`src/sv/lfc_pkg.sv`:
```
// Package for the log frame CRC-32 framer: constants, state type and CRC byte update.
package lfc_pkg;

    localparam logic [31:0] CRC_POLY   = 32'hEDB8_8320;
    localparam logic [31:0] CRC_INIT   = 32'hFFFF_FFFF;
    localparam logic [15:0] MAGIC_WORD = 16'hCAFE;

    localparam int unsigned IDX_W    = 3;
    localparam logic [IDX_W-1:0] HDR_LAST  = 3'd5;
    localparam logic [IDX_W-1:0] TRL_LAST  = 3'd3;
    localparam logic [IDX_W-1:0] HDR_FEED0 = 3'd2;

    typedef enum logic [1:0] {
        ST_IDLE,
        ST_HDR,
        ST_PAY,
        ST_TRL
    } state_t;

    function automatic logic [31:0] crc_feed(input logic [31:0] crc, input logic [7:0] b);
        logic [31:0] c;
        c = crc ^ {24'd0, b};
        for (int k = 0; k < 8; k++)
        begin
            c = c[0] ? ((c >> 1) ^ CRC_POLY) : (c >> 1);
        end
        return c;
    endfunction

endpackage

```
`src/sv/lfc_in_if.sv`:
```
// Input channel: start and payload items of the log framer.
interface lfc_in_if;
    logic        valid;
    logic        ready;
    logic        cmd;
    logic [7:0]  log_level;
    logic [7:0]  frame_length;
    logic [15:0] msg_id;
    logic [7:0]  data_byte;

    modport source (output valid, cmd, log_level, frame_length, msg_id, data_byte,
                    input ready);
    modport sink   (input valid, cmd, log_level, frame_length, msg_id, data_byte,
                    output ready);
endinterface

```
`src/sv/lfc_out_if.sv`:
```
// Output channel: one frame byte per beat with its marks.
interface lfc_out_if;
    logic       valid;
    logic       ready;
    logic [7:0] out_byte;
    logic       frame_end;
    logic       run_last;
    logic       seq_error;

    modport source (output valid, out_byte, frame_end, run_last, seq_error, input ready);
    modport sink   (input valid, out_byte, frame_end, run_last, seq_error, output ready);
endinterface

```
`src/sv/log_frame_crc32_framer.sv`:
```
// Log frame builder with CRC-32 trailer: top level.
// The block sends one frame byte per beat on stream, at most one beat per cycle.
// A start item gives six header beats (FE, CA, level, length, id low, id high),
// or ten when its length is zero, as the four CRC bytes follow at once. A payload
// item gives one beat, five when it is the last byte of its frame. The CRC is
// CRC-32 (reflected, init all ones), updated one byte per beat over level,
// length, id and payload, and sent inverted, low byte first, frame_end on the last.
// A payload item with no open frame gives one beat with seq_error set.
// The next item is taken in the cycle its predecessor's last beat enters the
// output register, so items follow back to back; throughput is set by the
// single output byte lane.
module log_frame_crc32_framer
    import lfc_pkg::*;
(
    input  logic clk,
    input  logic rst_n,
    lfc_in_if.sink    entry,
    lfc_out_if.source stream
);

    state_t           state_reg, state_next;
    logic [IDX_W-1:0] idx_reg, idx_next;

    logic        cmd_reg;
    logic [7:0]  level_reg;
    logic [7:0]  len_reg;
    logic [15:0] id_reg;
    logic [7:0]  data_reg;

    logic [31:0] crc_reg, crc_next;
    logic        open_reg, open_next;
    logic [7:0]  left_reg, left_next;

    logic        out_valid_reg, out_valid_next;
    logic [7:0]  out_byte_reg;
    logic        out_end_reg;
    logic        out_last_reg;
    logic        out_err_reg;

    logic        load;
    logic        emit;
    logic        accept;
    logic [7:0]  beat_byte;
    logic        beat_end;
    logic        beat_last;
    logic        beat_err;
    logic        go_trailer;
    logic [31:0] crc_inv;

    assign load    = !out_valid_reg || stream.ready;
    assign emit    = (state_reg != ST_IDLE) && load;
    assign entry.ready = (state_reg == ST_IDLE) || (emit && beat_last);
    assign accept  = entry.valid && entry.ready;
    assign crc_inv = ~crc_reg;

    // beat contents and state updates
    always_comb
    begin
        beat_byte  = 8'd0;
        beat_end   = 1'b0;
        beat_last  = 1'b0;
        beat_err   = 1'b0;
        go_trailer = 1'b0;
        crc_next   = crc_reg;
        open_next  = open_reg;
        left_next  = left_reg;
        case (state_reg)
            ST_HDR:
            begin
                case (idx_reg)
                    3'd0:    beat_byte = MAGIC_WORD[7:0];
                    3'd1:    beat_byte = MAGIC_WORD[15:8];
                    3'd2:    beat_byte = level_reg;
                    3'd3:    beat_byte = len_reg;
                    3'd4:    beat_byte = id_reg[7:0];
                    default: beat_byte = id_reg[15:8];
                endcase
                if (idx_reg == '0)
                begin
                    crc_next = CRC_INIT;
                end
                else if (idx_reg >= HDR_FEED0)
                begin
                    crc_next = crc_feed(crc_reg, beat_byte);
                end
                if (idx_reg == HDR_LAST)
                begin
                    go_trailer = (len_reg == 8'd0);
                    beat_last  = !go_trailer;
                    open_next  = !go_trailer;
                    left_next  = len_reg;
                end
            end
            ST_PAY:
            begin
                if (!open_reg)
                begin
                    beat_err  = 1'b1;
                    beat_last = 1'b1;
                end
                else
                begin
                    beat_byte  = data_reg;
                    crc_next   = crc_feed(crc_reg, data_reg);
                    left_next  = left_reg - 8'd1;
                    go_trailer = (left_reg == 8'd1);
                    beat_last  = !go_trailer;
                end
            end
            ST_TRL:
            begin
                case (idx_reg[1:0])
                    2'd0:    beat_byte = crc_inv[7:0];
                    2'd1:    beat_byte = crc_inv[15:8];
                    2'd2:    beat_byte = crc_inv[23:16];
                    default: beat_byte = crc_inv[31:24];
                endcase
                if (idx_reg == TRL_LAST)
                begin
                    beat_end  = 1'b1;
                    beat_last = 1'b1;
                    open_next = 1'b0;
                    left_next = 8'd0;
                end
            end
            default:
            begin
                beat_byte = 8'd0;
            end
        endcase
    end

    // next state
    always_comb
    begin
        state_next = state_reg;
        idx_next   = idx_reg;
        if (accept)
        begin
            state_next = entry.cmd ? ST_PAY : ST_HDR;
            idx_next   = '0;
        end
        else if (emit)
        begin
            if (go_trailer)
            begin
                state_next = ST_TRL;
                idx_next   = '0;
            end
            else if (beat_last)
            begin
                state_next = ST_IDLE;
                idx_next   = '0;
            end
            else
            begin
                idx_next = idx_reg + 3'd1;
            end
        end
    end

    always_comb
    begin
        out_valid_next = out_valid_reg;
        if (emit)
        begin
            out_valid_next = 1'b1;
        end
        else if (stream.ready)
        begin
            out_valid_next = 1'b0;
        end
    end

    always_ff @(posedge clk or negedge rst_n)
    begin
        if (!rst_n)
        begin
            state_reg     <= ST_IDLE;
            idx_reg       <= '0;
            crc_reg       <= CRC_INIT;
            open_reg      <= 1'b0;
            left_reg      <= 8'd0;
            out_valid_reg <= 1'b0;
        end
        else
        begin
            state_reg     <= state_next;
            idx_reg       <= idx_next;
            out_valid_reg <= out_valid_next;
            if (emit)
            begin
                crc_reg  <= crc_next;
                open_reg <= open_next;
                left_reg <= left_next;
            end
        end
    end

    always_ff @(posedge clk)
    begin
        if (accept)
        begin
            cmd_reg   <= entry.cmd;
            level_reg <= entry.log_level;
            len_reg   <= entry.frame_length;
            id_reg    <= entry.msg_id;
            data_reg  <= entry.data_byte;
        end
        if (emit)
        begin
            out_byte_reg <= beat_byte;
            out_end_reg  <= beat_end;
            out_last_reg <= beat_last;
            out_err_reg  <= beat_err;
        end
    end

    assign stream.valid     = out_valid_reg;
    assign stream.out_byte  = out_byte_reg;
    assign stream.frame_end = out_end_reg;
    assign stream.run_last  = out_last_reg;
    assign stream.seq_error = out_err_reg;

    a_ready_only_on_last: assert property (@(posedge clk) disable iff (!rst_n)
        (entry.ready && state_reg != ST_IDLE) |-> (emit && beat_last))
        else $error("input taken before last beat of current item");

    a_end_is_last: assert property (@(posedge clk) disable iff (!rst_n)
        (stream.valid && stream.frame_end) |-> stream.run_last)
        else $error("frame end without run last");

    a_err_beat: assert property (@(posedge clk) disable iff (!rst_n)
        (stream.valid && stream.seq_error) |-> (stream.run_last && stream.out_byte == 8'd0))
        else $error("bad sequence error beat");

    a_trl_idx: assert property (@(posedge clk) disable iff (!rst_n)
        (state_reg == ST_TRL) |-> (idx_reg <= TRL_LAST))
        else $error("trailer index out of range");

    a_pay_cmd: assert property (@(posedge clk) disable iff (!rst_n)
        (state_reg == ST_PAY) |-> cmd_reg)
        else $error("payload state with start item");

endmodule
```
`src/flat_wrapper.sv`:
```
// flat-port wrapper written by rule: the top's interface ports become plain ports
module log_frame_crc32_framer_flat import lfc_pkg::*;
  (clk, rst_n, entry_valid, entry_cmd, entry_log_level, entry_frame_length, entry_msg_id, entry_data_byte, entry_ready, stream_valid, stream_out_byte, stream_frame_end, stream_run_last, stream_seq_error, stream_ready);
  lfc_in_if entry_i ();
  lfc_out_if stream_i ();
  input  logic clk;
  input  logic rst_n;
  input wire logic [$bits(entry_i.valid)-1:0] entry_valid;
  input wire logic [$bits(entry_i.cmd)-1:0] entry_cmd;
  input wire logic [$bits(entry_i.log_level)-1:0] entry_log_level;
  input wire logic [$bits(entry_i.frame_length)-1:0] entry_frame_length;
  input wire logic [$bits(entry_i.msg_id)-1:0] entry_msg_id;
  input wire logic [$bits(entry_i.data_byte)-1:0] entry_data_byte;
  output wire logic [$bits(entry_i.ready)-1:0] entry_ready;
  output wire logic [$bits(stream_i.valid)-1:0] stream_valid;
  output wire logic [$bits(stream_i.out_byte)-1:0] stream_out_byte;
  output wire logic [$bits(stream_i.frame_end)-1:0] stream_frame_end;
  output wire logic [$bits(stream_i.run_last)-1:0] stream_run_last;
  output wire logic [$bits(stream_i.seq_error)-1:0] stream_seq_error;
  input wire logic [$bits(stream_i.ready)-1:0] stream_ready;
  assign entry_i.valid = entry_valid;
  assign entry_i.cmd = entry_cmd;
  assign entry_i.log_level = entry_log_level;
  assign entry_i.frame_length = entry_frame_length;
  assign entry_i.msg_id = entry_msg_id;
  assign entry_i.data_byte = entry_data_byte;
  assign entry_ready = entry_i.ready;
  assign stream_valid = stream_i.valid;
  assign stream_out_byte = stream_i.out_byte;
  assign stream_frame_end = stream_i.frame_end;
  assign stream_run_last = stream_i.run_last;
  assign stream_seq_error = stream_i.seq_error;
  assign stream_i.ready = stream_ready;
  log_frame_crc32_framer u_core (.clk(clk), .rst_n(rst_n), .entry(entry_i), .stream(stream_i));
endmodule
```
`config.mk`:
```
export PLATFORM = sky130hd
export DESIGN_NAME = log_frame_crc32_framer_flat
export DESIGN_NICKNAME = d
export VERILOG_FILES = /design/src/sv/lfc_pkg.sv /design/src/sv/lfc_in_if.sv /design/src/sv/lfc_out_if.sv /design/src/sv/log_frame_crc32_framer.sv /design/src/flat_wrapper.sv
export SDC_FILE = /design/constraint.sdc
export NUM_CORES = 1
export LEC_CHECK = 0
export BUFFER_PORTS_ARGS = -buffer_cell sky130_fd_sc_hd__buf_2
export CORE_ASPECT_RATIO = 0.75
export CORE_MARGIN = 2
export CORE_UTILIZATION = 40
export DETAILED_ROUTE_END_ITERATION = 10
export HOLD_SLACK_MARGIN = 0.1
export PLACE_DENSITY = 0.68
export SLEW_MARGIN = 20
export SYNTH_ARGS = -nofsm -noshare
export SYNTH_HDL_FRONTEND = slang
export SYNTH_SLANG_ARGS = --single-unit
```
`constraint.sdc`:
```
create_clock -name clk -period 4.36 [get_ports clk]
set_input_delay 0.436 -clock clk [delete_from_list [all_inputs] [get_ports clk]]
set_output_delay 0.436 -clock clk [all_outputs]
set_load 0.02 [all_outputs]
```
After elaboration in Yosys (flattened, before gate mapping)
Cells that the tools add are included.
{ "classes": {"add_sub_neg": 2, "n_reduce_logical": 23, "muxes": 51, "n_lt_le_gt_ge": 1, "n_bitwise": 19, "eq_ne": 15} }
{ "op_table": {"columns": ["cell", "n"], "rows": [
  ["2-to-1 mux 32 bit", 19],
  ["NOT 13 -> 14 bit", 16],
  ["one-hot mux 8 bit (3 select lines)", 3],
  ["one-hot mux 32 bit (2 select lines)", 1],
  ["bitwise XOR 32 x 8 -> 32 bit", 2],
  ["2-to-1 mux 8 bit", 5],
  ["one-hot mux 8 bit (5 select lines)", 1],
  ["NOT 32 bit", 1],
  ["2-to-1 mux 3 bit", 4],
  ["2-to-1 mux 1 bit", 10],
  ["2-to-1 mux 2 bit", 5],
  ["nonzero test 2 bit", 5],
  ["== test 8 x 1 -> 1 bit (second input constant)", 1],
  ["zero test 8 bit", 1],
  ["AND reduction 4 bit", 2],
  ["subtractor 8 x 1 -> 8 bit (second input constant)", 1],
  ["== test 2 bit (second input constant)", 3],
  ["== test 3 x 2 -> 1 bit (second input constant)", 2],
  ["== test 3 bit (second input constant)", 2],
  ["!= test 2 x 1 -> 1 bit (second input constant)", 3],
  ["nonzero test 3 bit", 2],
  ["AND reduction 5 bit", 1],
  ["== test 2 x 1 -> 1 bit (second input constant)", 2],
  ["zero test 2 bit", 2],
  ["other kinds (11)", 17]
]} }
{ "totals": {"input_bits": 45, "word_cells": 125, "reg_bits": 98} }

Depth between registers and ports, before layout
Gate-level depths: netlist of run 1.
{ "logic_depth": {"ltp_word": 23, "depth_mapped": 13, "mapped_depth_nobuf": 10} }

Worst setup path before layout of run 1
OpenSTA, ideal clock, no wires.
{ "synth_path": {"path_type": "reg-to-reg", "from": "register u_core.idx_reg[1]", "to": "register u_core.state_reg[1]", "t_arrival_ps": 3071, "stages_incl_launch_ff": 10, "slack_ps": 1090, "n_path_buf": 2, "path_cell_list": "dfrtp_1 -> inv_1 -> ha_1 -> clkbuf_1 -> nand4_1 -> a31oi_1 -> a21oi_1 -> nor2b_1 -> clkbuf_1 -> o21ai_0"} }
{ "synth_via": {"elab_chain_cells": 8, "elab_cells_between_ends": 16, "cone_classes": "eq/ne (2); mux (8); reduce/logical (6)"} }
{ "synth_lines": {"columns": ["element", "line", "rtl"], "rows": [
  ["start: declaration", "log_frame_crc32_framer.sv:22", "logic [IDX_W-1:0] idx_reg, idx_next;"],
  ["start signal: assignment", "log_frame_crc32_framer.sv:189", "idx_reg <= idx_next;"],
  ["== test 3 x 2 -> 1 bit / == test 3 bit (equally long branches)", "log_frame_crc32_framer.sv:118, log_frame_crc32_framer.sv:86", null],
  ["2-to-1 mux 1 bit, on equally long branches", "log_frame_crc32_framer.sv:118, log_frame_crc32_framer.sv:86", null],
  ["one-hot mux 1 bit (3 select lines) *", "log_frame_crc32_framer.sv:67", "case (state_reg)"],
  ["via u_core.beat_last", "log_frame_crc32_framer.sv:45", "logic beat_last;"],
  ["logical AND 1 bit *", "log_frame_crc32_framer.sv:52", "assign entry.ready = (state_reg == ST_IDLE) || (emit && beat_last);"],
  ["logical OR 1 bit *", "log_frame_crc32_framer.sv:52", null],
  ["logical AND 1 bit *", "log_frame_crc32_framer.sv:53", "assign accept = entry.valid && entry.ready;"],
  ["via u_core.accept", "log_frame_crc32_framer.sv:42", "logic accept;"],
  ["nonzero test 3 bit (no line) / nonzero test 2 bit (equally long branches)", null, null],
  ["AND reduction 2 bit (no line)", null, null],
  ["end signal: assignment", "log_frame_crc32_framer.sv:188", "state_reg <= state_next;"],
  ["end: declaration", "log_frame_crc32_framer.sv:21", "state_t state_reg, state_next;"]
]} }
Mark *: on every way through the listed nets, which the timed path passes. The rest lies on a longest branch. The select of a mux whose other input is x is not followed.
A chain may end at the register's enable or synchronous reset.

Final worst setup path of run 1
{ "layout_path": {"from": "register u_core.idx_reg[2]", "to": "register u_core.crc_reg[19]"} }
{ "layout_via": {"elab_chain_cells": 20, "elab_cells_between_ends": 29, "cone_classes": "order compare (1); eq/ne (5); mux (13); bitwise (8); reduce/logical (2)"} }
{ "layout_lines": {"columns": ["element", "line", "rtl"], "rows": [
  ["== test 3 bit (tied with other cells)", "log_frame_crc32_framer.sv:70", "case (idx_reg)"],
  ["one-hot mux 8 bit (5 select lines)", "log_frame_crc32_framer.sv:70", null],
  ["2-to-1 mux 8 bit", "log_frame_crc32_framer.sv:67", null],
  ["bitwise XOR 32 x 8 -> 32 bit", "lfc_pkg.sv:22", "c = crc ^ {24'd0, b};"],
  ["2-to-1 mux 32 bit (2 in series)", "lfc_pkg.sv:25", "c = c[0] ? ((c >> 1) ^ CRC_POLY) : (c >> 1);"],
  ["NOT 13 -> 14 bit (no line)", null, null],
  ["2-to-1 mux 32 bit", "lfc_pkg.sv:25", null],
  ["NOT 13 -> 14 bit (no line)", null, null],
  ["[... 3 more ...]", null, null],
  ["2-to-1 mux 32 bit", "lfc_pkg.sv:25", null],
  ["NOT 13 -> 14 bit (no line)", null, null],
  ["2-to-1 mux 32 bit", "lfc_pkg.sv:25", null],
  ["NOT 13 -> 14 bit (no line)", null, null],
  ["2-to-1 mux 32 bit", "lfc_pkg.sv:25", null],
  ["2-to-1 mux 32 bit", "log_frame_crc32_framer.sv:82", "else if (idx_reg >= HDR_FEED0)"],
  ["2-to-1 mux 32 bit", "log_frame_crc32_framer.sv:78", "if (idx_reg == '0)"],
  ["one-hot mux 32 bit (2 select lines)", "log_frame_crc32_framer.sv:67", null],
  ["end signal: assignment", "log_frame_crc32_framer.sv:193", "crc_reg <= crc_next;"],
  ["end: declaration", "log_frame_crc32_framer.sv:30", "logic [31:0] crc_reg, crc_next;"]
]} }
Several ways; a longest one is shown, not always the timed one. The select of a mux whose other input is x is not followed.

==> run_summary.xml, run 1 <==
<?xml version="1.0" encoding="UTF-8"?>
<metrics>
  <group name="timing">
    <metric name="min_period_over_period" unit="%">83.6</metric>
    <metric name="rsz0062_at_grt" unit="">no</metric>
    <metric name="setup_viol_count_final" unit="">0</metric>
    <metric name="final_period_minus_worst_setup_slack" unit="ns">3.64</metric>
    <metric name="max_slew_headroom_at_the_worst_pin" unit="%">35.1</metric>
    <metric name="clock_skews" unit="ns">0.0122</metric>
    <metric name="final_max_slew_viol_count" unit="">0</metric>
    <metric name="worstMarginPinSlew" unit="ns">0.967</metric>
    <metric name="fmaxAchievable" unit="MHz">274</metric>
    <metric name="timing.final.hold_violations" unit="">0</metric>
    <metric name="fin_tns_setup" unit="ns">0</metric>
  </group>
  <group name="routing">
    <metric name="drt_wl_total" unit="um">16600</metric>
    <metric name="route.vias.total" unit="">4607</metric>
    <metric name="drc" unit="">0</metric>
    <metric name="average_wire_length_per_cell_after_detail_routing" unit="um">20.5</metric>
    <metric name="drtIter0Drc" unit="">446</metric>
    <metric name="vias_per_cell" unit="">5.68</metric>
    <metric name="final_antenna_net_count" unit="">0</metric>
    <metric name="detailedRoute.firstPassIterationCount" unit="">6</metric>
  </group>
  <group name="global_route">
    <metric name="grt_max_degree" unit="">48</metric>
    <metric name="gr-usage-met2" unit="%">30.6</metric>
    <metric name="grt-busiest-layer" unit="">met2</metric>
    <metric name="grtUsageTotal" unit="%">20.8</metric>
    <metric name="grt_overflow_total" unit="">0</metric>
    <metric name="grt_first_pass_wirelength" unit="um">26300</metric>
    <metric name="vias_in_the_first_global_route" unit="">4612</metric>
    <metric name="grt_antenna_before_repair" unit="">0</metric>
    <metric name="global_route.usage.met3" unit="%">5.45</metric>
    <metric name="grt_util_met1" unit="%">30.3</metric>
  </group>
  <group name="clocking">
    <metric name="clock_sink_total" unit="">98</metric>
    <metric name="cts.repair.resized" unit="">0</metric>
    <metric name="cts_setup_buffers" unit="">0</metric>
    <metric name="clk_transition_reported_paths" unit="ns">0.08</metric>
    <metric name="clk_root_buffer_cell" unit="">clkbuf_16</metric>
    <metric name="cts_htree_levels" unit="">3</metric>
    <metric name="cts_max_path_buffers" unit="">2</metric>
    <metric name="tritoncts.num_buffers" unit="">9</metric>
    <metric name="cts_tree" unit="">yes</metric>
    <metric name="cts.hold.buffers_added" unit="">1</metric>
    <metric name="clk-insertion-delay-late" unit="ns">0.36</metric>
  </group>
  <group name="layout">
    <metric name="num_antenna_cells" unit="">0</metric>
    <metric name="num-nets-final" unit="">659</metric>
    <metric name="largest_register_ff_count" unit="">32</metric>
    <metric name="regArea" unit="um2">2750</metric>
    <metric name="final_cell_mix" unit="">94 x xnor2_1, 57 x buf_2, 51 x edfxtp_1</metric>
    <metric name="multi_input_comb_area" unit="um2">3150</metric>
    <metric name="areaGrowthSynthToFinish" unit="%">12.9</metric>
    <metric name="final_layout_size_suffix_gt1_share" unit="%">24.1</metric>
    <metric name="layout.cells.most_common" unit="">xnor2_1</metric>
    <metric name="nFillCells" unit="">1413</metric>
  </group>
  <group name="synth">
    <metric name="synth_fp_nets" unit="">608</metric>
    <metric name="sequential_element_share_of_the_synthesized_area" unit="%">44.7</metric>
    <metric name="ys_seq_elements" unit="">98</metric>
    <metric name="synth-async-reset-ratio" unit="%">48.0</metric>
    <metric name="syn_area_per_cell" unit="um2">11.2</metric>
    <metric name="count_of_flip_flops_with_a_built_in_enable_after_synthesis" unit="">51</metric>
    <metric name="synth_largest_area_cell" unit="">edfxtp_1</metric>
    <metric name="ys.flop_type" unit="">edfxtp_1</metric>
    <metric name="yosys.area.top_type_share" unit="%">24.9</metric>
    <metric name="post_synthesis_cell_area" unit="um2">6150</metric>
    <metric name="yosys-top-cells-area" unit="">edfxtp_1 25%, dfstp_2 14%, xnor2_1 13%</metric>
    <metric name="synth_warnings" unit="">0</metric>
    <metric name="syn-instance-count" unit="">550</metric>
    <metric name="ys_types" unit="">54</metric>
  </group>
  <group name="run">
    <metric name="cap_viol_max_count" unit="">0</metric>
  </group>
  <group name="setup_path">
    <metric name="required" unit="ns">4.64</metric>
    <metric name="worstPathCellList" unit="">inv_1, ha_1, nor2_1, o21ai_4, mux2i_1, xnor2_4, xnor2_2, xnor3_1, xnor2_1, a221oi_2</metric>
    <metric name="cp-end-kind" unit="">flip-flop</metric>
    <metric name="timing.critical_path.slowest_stage_cell" unit="">dfrtp_1</metric>
    <metric name="highest_cell_delay_on_the_worst_timing_path" unit="ns">0.76</metric>
    <metric name="path_class" unit="">flip-flop to flip-flop</metric>
    <metric name="arrival" unit="ns">3.93</metric>
    <metric name="setup.worst_path.start_class" unit="">flip-flop</metric>
    <metric name="worstPathMaxFanout" unit="">20</metric>
  </group>
  <group name="floorplanning">
    <metric name="core_area" unit="um2">15100</metric>
    <metric name="height_of_the_die" unit="um">111</metric>
    <metric name="top_level_pins" unit="">58</metric>
    <metric name="die-area" unit="um2">16400</metric>
    <metric name="fp.dieW" unit="um">147</metric>
    <metric name="fp-row-count" unit="">39</metric>
    <metric name="initial_core_utilization" unit="%">40.7</metric>
  </group>
  <group name="placement">
    <metric name="portBuffers" unit="">57</metric>
    <metric name="globalplace.congestion" unit="">0.961</metric>
    <metric name="hpwl" unit="um">12000</metric>
  </group>
  <group name="status">
    <metric name="status" unit="">complete, no violations</metric>
  </group>
  <group name="worst_hold_path">
    <metric name="hold_path_class" unit="">input port to flip-flop</metric>
  </group>
</metrics>
cell families after synthesis:
logic type | Yosys count | synth area share [%]
AOI/OAI and AO/OA | 138 | 15.9
xor gates and xnor gates | 138 | 23.0
adders and majority gates | 13 | 2.64
buffers and inverters | 59 | 4.29
DFF | 98 | 44.7
muxes | 9 | 1.85
and+or+nand+nor | 95 | 7.59
worst max-delay path: cells and delay by family, from the launching register on:
kind,cells,cell delay [ns]
multiplexers,1,0.69
AO/OA/AOI/OAI,2,0.40
buffers and inverters,1,0.12
AND/OR/NAND/NOR,1,0.23
adder cells (fa/ha/maj),1,0.36
XOR/XNOR,4,0.99
flip-flops,1,0.76
Yosys cell counts, types with 4 or more instances:
cell type / count
a221oi_1: 17
nor3_1: 20
o21ai_0: 11
ha_1: 13
nand2b_1: 6
dfstp_2: 32
xnor2_2: 7
o22ai_1: 21
mux2_4: 4
or3_1: 4
nor2b_1: 12
a22oi_1: 5
clkbuf_1: 18
a21o_1: 16
edfxtp_1: 51
inv_1: 29
nand2_1: 18
buf_2: 6
xor2_1: 27
a222oi_1: 11
dfrtp_1: 15
xnor2_1: 94
a21oi_1: 37
xnor2_4: 5
nor2_1: 23
per-stage QoR:
step | util (%) | cell area [um2] | instances | hold slack (ns) | setup slack, ns
after CTS | 45.9 | 6950 | 811 | 0.232 | 0.819
final | 45.9 | 6950 | 811 | 0.243 | 0.717
after global placement | 43.9 | 6640 | 794 | 0.373 | 0.993
after global routing | 45.9 | 6950 | 811 | 0.233 | 0.456
after detailed placement | 43.9 | 6640 | 794 | 0.386 | 0.841
after floorplan | - | 6150 | 550 | 0.140 | 1.09
path summary, 6_finish.rpt:
kind	start	to	slack, ns	depth (start not counted)
max	u_core.idx_reg[2]	u_core.crc_reg[19]	0.72	10
min	entry_data_byte[3]	u_core.data_reg[3]	0.24	1
max reg2reg	u_core.idx_reg[2]	u_core.crc_reg[19]	0.72	10
min reg2reg	u_core.crc_reg[7]	u_core.crc_reg[7]	0.53	2
max in group asynchronous	rst_n	u_core.crc_reg[26]	3.00	3
min in group asynchronous	rst_n	u_core.idx_reg[0]	0.53	2
layer usage:
layer	part of all wire, %	routed length, um
met5	0	0
met4	1.4	225
met3	9.3	1540
met2	44	7250
met1	46	7630
area by class of cell:
| class | instances | area share, % |
|---|---|---|
| sequential | 98 | 39.5 |
| inverter | 29 | 1.57 |
| clock inverter | 7 | 1.10 |
| timing repair buffer | 70 | 5.55 |
| tap | 205 | 3.69 |
| multi-input combinational | 393 | 45.3 |
| clock buffer | 9 | 3.24 |
Power of run 1 is left out: the tool's default activity adds up to more than one toggle a clock period on the data nets, which glitch-free logic cannot reach.
==> run 2: changes to the inputs <==
--- a/config.mk
+++ b/config.mk
@@ -11,7 +11,7 @@
 export CORE_UTILIZATION = 40
 export DETAILED_ROUTE_END_ITERATION = 10
 export HOLD_SLACK_MARGIN = 0.1
-export PLACE_DENSITY = 0.68
+export PLACE_DENSITY = 0.7
 export SLEW_MARGIN = 20
 export SYNTH_ARGS = -nofsm -noshare
 export SYNTH_HDL_FRONTEND = slang
==> constraint.sdc (replaced) <==
create_clock -name clk -period 3.15 [get_ports clk]
set_input_delay 0.315 -clock clk [delete_from_list [all_inputs] [get_ports clk]]
set_output_delay 0.315 -clock clk [all_outputs]
set_load 0.02 [all_outputs]
==> run 2 against run 1 <==
  * Non-clock buffer count up 33
  * First-iteration DRC count up 29%
  * Fmax is 18% higher
  * Clock skew shrank 0.0025 ns
  * Register-to-register slack got worse by 0.65 ns
  * Die area is the same
==> run_summary.xml, run 2 (synthesis results as in run 1) <==
<?xml version="1.0" encoding="UTF-8"?>
<metrics>
  <group name="status">
    <metric name="status" unit="">complete, no violations</metric>
  </group>
  <group name="routing">
    <metric name="final_antenna_net_count" unit="">0</metric>
    <metric name="vias_per_cell" unit="">5.68</metric>
    <metric name="drt_wl_total" unit="um">17600</metric>
    <metric name="drtIter0Drc" unit="">576</metric>
    <metric name="route.vias.total" unit="">4790</metric>
    <metric name="detailedRoute.firstPassIterationCount" unit="">5</metric>
    <metric name="average_wire_length_per_cell_after_detail_routing" unit="um">20.8</metric>
    <metric name="drc" unit="">0</metric>
  </group>
  <group name="global_route">
    <metric name="vias_in_the_first_global_route" unit="">4663</metric>
    <metric name="grt_overflow_total" unit="">0</metric>
    <metric name="grt_first_pass_wirelength" unit="um">27400</metric>
    <metric name="grtUsageTotal" unit="%">22.0</metric>
    <metric name="grt_antenna_before_repair" unit="">0</metric>
    <metric name="grt_max_degree" unit="">48</metric>
  </group>
  <group name="timing">
    <metric name="final_max_slew_viol_count" unit="">0</metric>
    <metric name="timing.final.hold_violations" unit="">0</metric>
    <metric name="fmaxAchievable" unit="MHz">324</metric>
    <metric name="max_slew_headroom_at_the_worst_pin" unit="%">26.3</metric>
    <metric name="min_period_over_period" unit="%">97.8</metric>
    <metric name="postLayoutSetupSlackWorst" unit="ns">0.0677</metric>
    <metric name="worstMarginPinSlew" unit="ns">1.10</metric>
    <metric name="final_period_minus_worst_setup_slack" unit="ns">3.08</metric>
    <metric name="rsz0062_at_grt" unit="">yes</metric>
    <metric name="setup_viol_count_final" unit="">0</metric>
    <metric name="clock_skews" unit="ns">0.00972</metric>
  </group>
  <group name="clocking">
    <metric name="clock_sink_total" unit="">98</metric>
    <metric name="cts_htree_levels" unit="">3</metric>
    <metric name="clk_transition_reported_paths" unit="ns">0.07</metric>
    <metric name="clk-insertion-delay-late" unit="ns">0.37</metric>
    <metric name="clk_root_buffer_cell" unit="">clkbuf_16</metric>
    <metric name="cts_max_path_buffers" unit="">2</metric>
    <metric name="cts_tree" unit="">yes</metric>
    <metric name="tritoncts.num_buffers" unit="">9</metric>
  </group>
  <group name="setup_path">
    <metric name="worstPathMaxFanout" unit="">8</metric>
    <metric name="kind_of_cell_adding_the_most_delay_to_the_critical_path" unit="">XOR/XNOR gates</metric>
    <metric name="timing.critical_path.buf_inv" unit="">0</metric>
    <metric name="worstPathCellList" unit="">ha_1, ha_1, a222oi_1, mux2i_1, xnor2_2, xnor3_1, xor2_1, a221oi_2, a21o_1</metric>
    <metric name="setup.reg_to_reg.worst_slack" unit="ns">0.07</metric>
    <metric name="path_class" unit="">flip-flop to flip-flop</metric>
    <metric name="highest_cell_delay_on_the_worst_timing_path" unit="ns">0.50</metric>
    <metric name="required" unit="ns">3.46</metric>
    <metric name="arrival" unit="ns">3.39</metric>
    <metric name="reg_to_reg_startpoint" unit="">u_core.idx_reg[0]</metric>
    <metric name="critical_path.startpoint" unit="">u_core.idx_reg[0]</metric>
    <metric name="rr_endpoint" unit="">u_core.crc_reg[24]</metric>
    <metric name="timing.critical_path.slowest_stage_cell" unit="">xnor3_1</metric>
    <metric name="most_frequent_cell_on_critical_path" unit="">ha_1</metric>
    <metric name="cp-end-kind" unit="">flip-flop</metric>
    <metric name="worstRegToRegCells" unit="">9</metric>
    <metric name="setup.worst_path.start_class" unit="">flip-flop</metric>
  </group>
  <group name="layout">
    <metric name="final_layout_size_suffix_gt1_share" unit="%">29.0</metric>
    <metric name="largest_register_ff_count" unit="">32</metric>
    <metric name="layout.core_utilization" unit="%">48.4</metric>
    <metric name="layout.cells.most_common" unit="">xnor2_1</metric>
    <metric name="num-nets-final" unit="">692</metric>
    <metric name="final_cell_mix" unit="">90 x xnor2_1, 57 x buf_2, 51 x edfxtp_1</metric>
    <metric name="areaGrowthSynthToFinish" unit="%">19.0</metric>
    <metric name="num_antenna_cells" unit="">0</metric>
  </group>
  <group name="placement">
    <metric name="portBuffers" unit="">57</metric>
    <metric name="hpwl" unit="um">12900</metric>
    <metric name="globalplace.congestion" unit="">0.997</metric>
    <metric name="dpl_worst_slack" unit="ns">0.0583</metric>
  </group>
  <group name="floorplanning">
    <metric name="core_area" unit="um2">15100</metric>
    <metric name="fp-row-count" unit="">39</metric>
    <metric name="initial_core_utilization" unit="%">40.7</metric>
    <metric name="top_level_pins" unit="">58</metric>
    <metric name="die-area" unit="um2">16400</metric>
    <metric name="fp.dieW" unit="um">147</metric>
    <metric name="height_of_the_die" unit="um">111</metric>
  </group>
  <group name="worst_hold_path">
    <metric name="holdPathStages" unit="">1</metric>
    <metric name="min_delay_worst_endpoint" unit="">u_core.level_reg[3]</metric>
    <metric name="hold_path_class" unit="">input port to flip-flop</metric>
    <metric name="hold_start" unit="">entry_log_level[3]</metric>
  </group>
  <group name="run">
    <metric name="cap_viol_max_count" unit="">0</metric>
  </group>
</metrics>
[run 2: cell types whose count changed in the layout (fill, tap and decap cells not counted), sizes merged]
cell    previous run  this run
buf               69       102
bufinv             0         1
inv               34        33
[run 2: how the worst max path moves through the flow]
| stage | endpoint | slack, ns | cells after the start |
|---|---|---|---|
| after floorplan | u_core.crc_reg[19] | 0.21 | 12 |
| after global placement | u_core.crc_reg[5] | 0.15 | 10 |
| after detailed placement | u_core.crc_reg[8] | 0.06 | 10 |
| after CTS | u_core.crc_reg[8] | 0.04 | 10 |
| after global routing | u_core.crc_reg[24] | -0.11 | 9 |
| final | u_core.crc_reg[24] | 0.07 | 9 |
[run 2: metal layers]
layer	track usage (%)	wire, um	up-vias
met5	0	0	-
met4	8.01	383	0
met3	5.82	1850	28
met1	32.0	7860	2337
met2	31.7	7480	274
li1	-	-	2151
[run 2: cell type report]
| type | instances | area, um2 |
|---|---|---|
| clock inverter | 7 | 81.3 |
| clock buffer | 9 | 225 |
| tap | 205 | 256 |
| timing repair buffer | 103 | 671 |
| inverter | 29 | 109 |
| multi-input combinational | 393 | 3230 |
| sequential | 98 | 2750 |
| fill | 1362 | 7810 |
[run 2: what timing repair did]
action	4_1_cts	5_1_grt
buffers inserted	0	11
hold buffers	1	0
endpoints found under the hold margin	15	0
setup endpoints to repair	0	25
resized for setup	0	11
[run 2: metrics by stage]
| stage | hold WS (ns) | setup TNS [ns] | instance area, um2 | instances |
|---|---|---|---|---|
| final | 0.119 | 0 | 7320 | 844 |
| after global routing | 0.112 | -0.380 | 7320 | 844 |
| after CTS | 0.114 | 0 | 7130 | 833 |
| after detailed placement | 0.459 | 0 | 6810 | 816 |
| after floorplan | 0.0194 | 0 | 6150 | 550 |
| after global placement | 0.449 | 0 | 6810 | 816 |
Power of run 2 is left out for the same reason.
